$ cat src/hw/rtl/ipte_pkg.sv
// Shared constants and controller-to-datapath command type for the IPv6 text expander.
`timescale 1ns / 1ps

package ipte_pkg;

    localparam logic [7:0] COLON_CHAR = 8'h3A;
    localparam logic [7:0] ZERO_CHAR  = 8'h30;

    typedef struct packed {
        logic accept;    // input transaction taken this cycle
        logic commit;    // store the group that the final character closed
        logic load_out;  // load the output register with the selected character
        logic out_last;  // the loaded character ends the expanded text
        logic clear;     // return the address state to its reset values
    } ipte_cmd_t;

endpackage

$ cat src/hw/rtl/ipte_dp.sv
// Datapath of the IPv6 text expander: group assembly, group store and output register.
`timescale 1ns / 1ps

module ipte_dp #(
    parameter int MAX_GROUPS       = 8,
    parameter int DIGITS_PER_GROUP = 4,
    parameter int CW               = $clog2(MAX_GROUPS + 1),
    parameter int DW               = $clog2(DIGITS_PER_GROUP + 1)
) (
    input  logic                clk,
    input  logic                rst_n,
    input  ipte_pkg::ipte_cmd_t cmd,
    input  logic [7:0]          char_in,
    input  logic [CW-1:0]       slot,
    input  logic [DW-1:0]       pos,
    output logic                gap_seen,
    output logic [CW-1:0]       group_count,
    output logic [7:0]          char_out,
    output logic                last_char
);
    import ipte_pkg::*;

    localparam int IW = $clog2(MAX_GROUPS);
    localparam int PW = (DIGITS_PER_GROUP > 1) ? $clog2(DIGITS_PER_GROUP) : 1;
    localparam logic [CW:0] MG_X = (CW + 1)'(MAX_GROUPS);
    localparam logic [DW-1:0] D_X = DW'(DIGITS_PER_GROUP);

    // The partial group is kept right-aligned: new digits enter at the end and
    // older ones move toward the front, so unused leading places stay '0'.
    logic [7:0]    partial_reg [DIGITS_PER_GROUP];
    logic [7:0]    partial_next [DIGITS_PER_GROUP];
    logic [DW-1:0] digit_cnt_reg, digit_cnt_next;
    logic [CW-1:0] group_cnt_reg, group_cnt_next;
    logic          gap_reg, gap_next;
    logic [CW-1:0] gap_pos_reg, gap_pos_next;
    logic          prev_colon_reg, prev_colon_next;
    logic          store_we;

    logic [7:0]    store_reg [MAX_GROUPS][DIGITS_PER_GROUP];
    logic [7:0]    data_reg;
    logic          last_reg;

    logic          is_colon;
    logic [CW:0]   slot_x, gc_x, zeros_end;
    logic [CW:0]   idx_full;
    logic          zero_fill, after_gap;
    logic [DW-1:0] pos_m1;

    assign is_colon = (char_in == COLON_CHAR);

    always_comb
    begin
        partial_next    = partial_reg;
        digit_cnt_next  = digit_cnt_reg;
        group_cnt_next  = group_cnt_reg;
        gap_next        = gap_reg;
        gap_pos_next    = gap_pos_reg;
        prev_colon_next = prev_colon_reg;
        store_we        = 1'b0;

        if (cmd.accept)
        begin
            if (is_colon)
            begin
                if (prev_colon_reg)
                begin
                    if (!gap_reg)
                    begin
                        gap_next     = 1'b1;
                        gap_pos_next = group_cnt_reg;
                    end
                    prev_colon_next = 1'b0;
                end
                else
                begin
                    store_we        = 1'b1;
                    prev_colon_next = 1'b1;
                end
            end
            else
            begin
                if (digit_cnt_reg < D_X)
                begin
                    for (int k = 0; k < DIGITS_PER_GROUP - 1; k++)
                        partial_next[k] = partial_reg[k + 1];
                    partial_next[DIGITS_PER_GROUP - 1] = char_in;
                    digit_cnt_next = digit_cnt_reg + 1'b1;
                end
                prev_colon_next = 1'b0;
            end
        end

        if (cmd.commit)
            store_we = 1'b1;

        if (store_we)
        begin
            if (group_cnt_reg < CW'(MAX_GROUPS))
                group_cnt_next = group_cnt_reg + 1'b1;
            for (int k = 0; k < DIGITS_PER_GROUP; k++)
                partial_next[k] = ZERO_CHAR;
            digit_cnt_next = '0;
        end

        if (cmd.clear)
        begin
            group_cnt_next  = '0;
            gap_next        = 1'b0;
            gap_pos_next    = '0;
            prev_colon_next = 1'b0;
        end
    end

    always_ff @(posedge clk or negedge rst_n)
    begin
        if (!rst_n)
        begin
            for (int k = 0; k < DIGITS_PER_GROUP; k++)
                partial_reg[k] <= ZERO_CHAR;
            digit_cnt_reg  <= '0;
            group_cnt_reg  <= '0;
            gap_reg        <= 1'b0;
            gap_pos_reg    <= '0;
            prev_colon_reg <= 1'b0;
        end
        else
        begin
            partial_reg    <= partial_next;
            digit_cnt_reg  <= digit_cnt_next;
            group_cnt_reg  <= group_cnt_next;
            gap_reg        <= gap_next;
            gap_pos_reg    <= gap_pos_next;
            prev_colon_reg <= prev_colon_next;
        end
    end

    always_ff @(posedge clk)
    begin
        if (store_we && (group_cnt_reg < CW'(MAX_GROUPS)))
            store_reg[group_cnt_reg[IW-1:0]] <= partial_reg;
    end

    // Map an output slot to a stored group or to an inserted zero group.
    always_comb
    begin
        slot_x    = (CW + 1)'(slot);
        gc_x      = (CW + 1)'(group_cnt_reg);
        zeros_end = (CW + 1)'(gap_pos_reg) + MG_X - gc_x;
        zero_fill = gap_reg && (slot >= gap_pos_reg) && (slot_x < zeros_end);
        after_gap = gap_reg && (slot_x >= zeros_end);
        idx_full  = after_gap ? (slot_x - (MG_X - gc_x)) : slot_x;
        pos_m1    = pos - 1'b1;
    end

    always_ff @(posedge clk)
    begin
        if (cmd.load_out)
        begin
            if (pos == '0)
                data_reg <= COLON_CHAR;
            else if (zero_fill)
                data_reg <= ZERO_CHAR;
            else
                data_reg <= store_reg[idx_full[IW-1:0]][pos_m1[PW-1:0]];
            last_reg <= cmd.out_last;
        end
    end

    assign gap_seen    = gap_reg;
    assign group_count = group_cnt_reg;
    assign char_out    = data_reg;
    assign last_char   = last_reg;

endmodule

$ cat src/hw/rtl/ipte_ctrl.sv
// Controller of the IPv6 text expander: collect, finish and emit sequencing.
`timescale 1ns / 1ps

module ipte_ctrl #(
    parameter int MAX_GROUPS       = 8,
    parameter int DIGITS_PER_GROUP = 4,
    parameter int CW               = $clog2(MAX_GROUPS + 1),
    parameter int DW               = $clog2(DIGITS_PER_GROUP + 1)
) (
    input  logic                clk,
    input  logic                rst_n,
    input  logic                s_tvalid,
    output logic                s_tready,
    input  logic                s_tlast,
    output logic                m_tvalid,
    input  logic                m_tready,
    input  logic                gap_seen,
    input  logic [CW-1:0]       group_count,
    output ipte_pkg::ipte_cmd_t cmd,
    output logic [CW-1:0]       slot,
    output logic [DW-1:0]       pos
);
    import ipte_pkg::*;

    localparam logic [1:0] ST_COLLECT = 2'd0;
    localparam logic [1:0] ST_FINISH  = 2'd1;
    localparam logic [1:0] ST_EMIT    = 2'd2;

    localparam logic [DW-1:0] D_X = DW'(DIGITS_PER_GROUP);

    logic [1:0]    state_reg, state_next;
    logic [CW-1:0] slot_reg, slot_next;
    logic [DW-1:0] pos_reg, pos_next;
    logic          valid_reg, valid_next;
    logic          adv;
    logic [CW-1:0] total;
    logic          is_end;

    assign adv    = !valid_reg || m_tready;
    assign total  = gap_seen ? CW'(MAX_GROUPS) : group_count;
    assign is_end = (slot_reg == total - 1'b1) && (pos_reg == D_X);

    always_comb
    begin
        state_next   = state_reg;
        slot_next    = slot_reg;
        pos_next     = pos_reg;
        cmd          = '0;
        cmd.accept   = s_tvalid && (state_reg == ST_COLLECT);
        cmd.out_last = is_end;

        unique case (state_reg)
            ST_COLLECT:
            begin
                if (cmd.accept && s_tlast)
                    state_next = ST_FINISH;
            end
            ST_FINISH:
            begin
                cmd.commit = 1'b1;
                slot_next  = '0;
                // The first group has no leading colon.
                pos_next   = DW'(1);
                state_next = ST_EMIT;
            end
            ST_EMIT:
            begin
                if (adv)
                begin
                    cmd.load_out = 1'b1;
                    if (pos_reg == D_X)
                    begin
                        if (is_end)
                        begin
                            cmd.clear  = 1'b1;
                            state_next = ST_COLLECT;
                        end
                        else
                        begin
                            slot_next = slot_reg + 1'b1;
                            pos_next  = '0;
                        end
                    end
                    else
                    begin
                        pos_next = pos_reg + 1'b1;
                    end
                end
            end
            default:
            begin
                state_next = ST_COLLECT;
            end
        endcase
    end

    always_comb
    begin
        if (cmd.load_out)
            valid_next = 1'b1;
        else if (m_tready)
            valid_next = 1'b0;
        else
            valid_next = valid_reg;
    end

    always_ff @(posedge clk or negedge rst_n)
    begin
        if (!rst_n)
        begin
            state_reg <= ST_COLLECT;
            slot_reg  <= '0;
            pos_reg   <= '0;
            valid_reg <= 1'b0;
        end
        else
        begin
            state_reg <= state_next;
            slot_reg  <= slot_next;
            pos_reg   <= pos_next;
            valid_reg <= valid_next;
        end
    end

    assign s_tready = (state_reg == ST_COLLECT);
    assign m_tvalid = valid_reg;
    assign slot     = slot_reg;
    assign pos      = pos_reg;

endmodule

$ cat src/hw/rtl/ipv6_text_expander.sv
// Order: the group-commit state comes between the final input and the first expanded character.
// Throughput: one input character per cycle while collecting; after the final character
// the input stalls through the group-commit state and the output burst of one character per
// cycle while the receiver keeps up, at most MAX_GROUPS*(DIGITS_PER_GROUP+1)-1 characters.
// Reset: rst_n clears the sequencer, counters, gap flag and partial group; the group
// store is not cleared, and only groups written for the current address are read.
`timescale 1ns / 1ps

module ipv6_text_expander #(
    parameter int MAX_GROUPS       = 8,
    parameter int DIGITS_PER_GROUP = 4
) (
    input  logic       clk,
    input  logic       rst_n,
    input  logic       s_tvalid,
    output logic       s_tready,
    input  logic [7:0] s_tdata,   // [7:0] char_in
    input  logic       s_tlast,   // end_of_address
    output logic       m_tvalid,
    input  logic       m_tready,
    output logic [7:0] m_tdata,   // [7:0] char_out
    output logic       m_tlast    // last_char
);
    import ipte_pkg::*;

    localparam int CW = $clog2(MAX_GROUPS + 1);
    localparam int DW = $clog2(DIGITS_PER_GROUP + 1);

    ipte_cmd_t     cmd;
    logic          gap_seen;
    logic [CW-1:0] group_count;
    logic [CW-1:0] slot;
    logic [DW-1:0] pos;

    ipte_ctrl #(
        .MAX_GROUPS       (MAX_GROUPS),
        .DIGITS_PER_GROUP (DIGITS_PER_GROUP),
        .CW               (CW),
        .DW               (DW)
    ) u_ctrl (
        .clk         (clk),
        .rst_n       (rst_n),
        .s_tvalid    (s_tvalid),
        .s_tready    (s_tready),
        .s_tlast     (s_tlast),
        .m_tvalid    (m_tvalid),
        .m_tready    (m_tready),
        .gap_seen    (gap_seen),
        .group_count (group_count),
        .cmd         (cmd),
        .slot        (slot),
        .pos         (pos)
    );

    ipte_dp #(
        .MAX_GROUPS       (MAX_GROUPS),
        .DIGITS_PER_GROUP (DIGITS_PER_GROUP),
        .CW               (CW),
        .DW               (DW)
    ) u_dp (
        .clk            (clk),
        .rst_n          (rst_n),
        .cmd            (cmd),
        .char_in        (s_tdata),
        .slot           (slot),
        .pos            (pos),
        .gap_seen       (gap_seen),
        .group_count    (group_count),
        .char_out       (m_tdata),
        .last_char      (m_tlast)
    );

    // The final input character is followed by a cycle in which no input is taken.
    assert property (@(posedge clk) disable iff (!rst_n)
        s_tvalid && s_tready && s_tlast |=> !s_tready)
        else $error("input accepted in the cycle after the final character");

    // The expanded text never ends in a colon.
    assert property (@(posedge clk) disable iff (!rst_n)
        m_tvalid && m_tlast |-> m_tdata != COLON_CHAR)
        else $error("expanded text ends in a colon");

    // Input is never taken while the burst is being produced.
    assert property (@(posedge clk) disable iff (!rst_n)
        !(cmd.accept && cmd.load_out))
        else $error("input transaction during output burst");

    // Group count never exceeds the store depth.
    assert property (@(posedge clk) disable iff (!rst_n)
        group_count <= CW'(MAX_GROUPS))
        else $error("group count beyond store depth");

endmodule

$ cat config.mk
export PLATFORM = sky130hd
export DESIGN_NAME = ipv6_text_expander
export DESIGN_NICKNAME = d
export VERILOG_FILES = /design/src/hw/rtl/ipte_pkg.sv /design/src/hw/rtl/ipte_dp.sv /design/src/hw/rtl/ipte_ctrl.sv /design/src/hw/rtl/ipv6_text_expander.sv
export SDC_FILE = /design/constraint.sdc
export NUM_CORES = 1
export LEC_CHECK = 0
export BUFFER_PORTS_ARGS = -buffer_cell sky130_fd_sc_hd__buf_2
export CORE_MARGIN = 5
export CORE_UTILIZATION = 46
export DETAILED_ROUTE_END_ITERATION = 10
export GPL_TIMING_DRIVEN = 0
export PLACE_DENSITY = 0.58
export SKIP_LAST_GASP = 1
export SLEW_MARGIN = 20
export SYNTH_ARGS = -nofsm -noshare
export SYNTH_HDL_FRONTEND = slang
export SYNTH_SLANG_ARGS = --single-unit
export TNS_END_PERCENT = 50
$ cat constraint.sdc
create_clock -name clk -period 10.2 [get_ports clk]
set_clock_uncertainty 0.1 [all_clocks]
set_input_delay 0.51 -clock clk [delete_from_list [all_inputs] [get_ports clk]]
set_output_delay 0.51 -clock clk [all_outputs]
set_load 0.02 [all_outputs]
==> flow_summary.json <==
{
  "final_cells": 1431,
  "fin_area_um2": 15800,
  "pre_cts_slack_ns": 3.98,
  "die_h_um": 183,
  "largest_reg_flops": 256,
  "relSlewSlack_pct": 37.7,
  "post-place-cells": 1364,
  "io_pins": 24,
  "initial_core_util_pct": 46.4,
  "gp_congestion": 0.777,
  "mappedNetlistNets": 961,
  "grt_pass1_wl_um": 48800,
  "multi_input_area_um2": 4050,
  "avgSynthCellArea_um2": 14.9,
  "worstSkewPairLatency_ns": 0.52,
  "totalNegativeSetupSlack_ns": 0,
  "clk_pin_slew_ns": 0.06,
  "grt_pass1_vias": 7782,
  "syn_area_um2": 13700,
  "antenna_found_initial": 0,
  "fillerInstances": 2478,
  "ant_nets": 0,
  "drc": 0,
  "yosys_warnings": 0,
  "dieArea_um2": 33400,
  "htreeDepth": 2,
  "drv_cap": 0,
  "dr.pass1.iters": 4,
  "min_period_ns": 6.25,
  "clockRootBuffer": "clkbuf_16",
  "n_antenna_cell": 0,
  "port_buffers": 23,
  "ctsLongestPathBuffers": 3,
  "required_ns": 10.41,
  "peakVddDrop_mv": 0.156,
  "area_growth_pct": 15.5,
  "vias_per_cell": 5.49,
  "layout_commonest_cell": "edfxtp_1",
  "drive_gt1_share_pct": 17.9,
  "async_flop_share_pct": 17.2,
  "num_rows": 63,
  "startpoint_type": "flip-flop",
  "synth_cell_types": 54,
  "rsz0062_at_grt": "false",
  "final_max_slew_viol_count": 0,
  "drt_iter0_markers": 602,
  "ys_seq_area_share_pct": 68.1,
  "fin_nets": 1055,
  "grt_use_total_pct": 19.2,
  "fin_crit_sh_pct": 61.3,
  "hold_class": "in2reg",
  "syn_inst": 919,
  "p_per_area_nw_per_um2": 303,
  "max_freq_mhz": 160,
  "die_x_um": 183,
  "grt-ovfl-total": 0,
  "core_um2": 29600,
  "place_area_um2": 14700,
  "synth_edf_count": 265,
  "vias": 7852,
  "setup_viol": 0,
  "end_kind": "flip-flop",
  "cts_tree": "built",
  "power_leakage_uw": 0.00617,
  "p_total_uw": 4800,
  "hold_viol": 0,
  "cts_sinks": 320,
  "drt-total-wl_um": 32000,
  "setup.worst_path.class": "reg2reg",
  "grt_max_degree": 56,
  "arrival_ns": 6.46,
  "tightest_slew_ns": 0.935,
  "wl_per_cell_um": 22.3,
  "mostFrequentLayoutCells": "265 x edfxtp_1, 122 x mux2i_1, 92 x nand2_1",
  "ys_seq_elements": 320,
  "crit_fanout": 10,
  "register_area_um2": 9340,
  "dp_hpwl_um": 21700,
  "worst_slack_ns": 3.95,
  "status": "finished, final reports clean",
  "cts_buffers": 36,
  "synthFlopType": "edfxtp_1"
}
layout make-up:
class / count / share of cell area, %
Inverter: 43 / 1.02
Clock buffer: 53 / 6.54
Timing Repair Buffer: 56 / 2.62
Clock inverter: 13 / 0.813
Sequential cell: 320 / 59.0
Buffer: 46 / 1.41
Tap cell: 390 / 3.08
Multi-Input combinational cell: 510 / 25.6
routing by layer:
| layer | GRT usage, % | share of wire (%) | up-vias |
|---|---|---|---|
| met3 | 2.80 | 5.0 | 52 |
| met4 | 5.16 | 2.4 | 0 |
| met1 | 28.4 | 46 | 3923 |
| li1 | - | - | 3669 |
| met5 | 0 | 0 | - |
| met2 | 30.3 | 47 | 208 |
synthesized netlist by cell type (all sizes together), types with 17 or more instances:
master  instances  area share [%]
edfxtp        265              58
o21ai          25            0.91
mux2i         123             9.1
nand2          92             2.5
inv            43             1.2
clkbuf         28            0.77
mux4           17             2.8
nor2           27            0.74
a211oi         41             2.2
buf            18            0.86
ha             27             2.5
mux2           17             1.4
a21oi          41             1.6
dfrtp          47             8.6
worst max-delay path, cell delays in order (launching register included):
cell and delay (ns):
dfrtp_1 0.41, clkbuf_1 0.49, inv_1 0.24, ha_1 0.38, ha_1 0.22, fa_1 0.38
xnor2_1 0.20, ha_1 0.28, and3_1 0.19, a221o_1 0.39, o2111a_1 0.29, a21oi_2 0.72
buf_2 0.46, mux2_2 0.38, mux4_2 0.52, a2111oi_1 0.40
logic make-up after synthesis:
logic type	Yosys count	share of synthesized area, %
AND/OR/NAND/NOR	173	5.54
adder cells (fa/ha/maj)	29	2.75
multiplexers	157	13.2
flip-flops	320	68.1
buffers and inverters	89	2.80
XOR/XNOR	9	0.574
AO/OA/AOI/OAI	142	7.00
per-stage QoR:
stage          hold slack, ns  utilization, %
2_1_floorplan           0.114               -
3_3_place_gp            0.398            48.5
3_5_place_dp            0.399            49.6
4_1_cts                 0.110            53.6
5_1_grt                 0.144            53.6
6_report                0.142            53.6
worst paths after layout:
kind,from,endpoint,slack [ns],cells after the start
max,u_dp.group_count[1],u_dp.char_out[0],3.95,15
max in group asynchronous,rst_n,u_dp.gap_pos_reg[0],8.96,2
min,s_tdata[5],u_dp.partial_reg[5],0.14,3
max reg2reg,u_dp.group_count[1],u_dp.char_out[0],3.95,15
min in group asynchronous,rst_n,u_dp.partial_reg[0],0.51,2
min reg2reg,u_ctrl.pos[2],u_ctrl.pos[2],0.41,1
what timing repair did:
action,4_1_cts,5_1_grt
setup buffers,0,0
gates resized for setup,0,0
endpoints found under the hold margin,20,0
hold buffers,1,0
power by group:
part | switching [uW] | internal [uW]
registers | 193 | 1720
clock network | 508 | 760
logic | 971 | 650
total | 1670 | 3130
(Power assumes the default switching activity.)
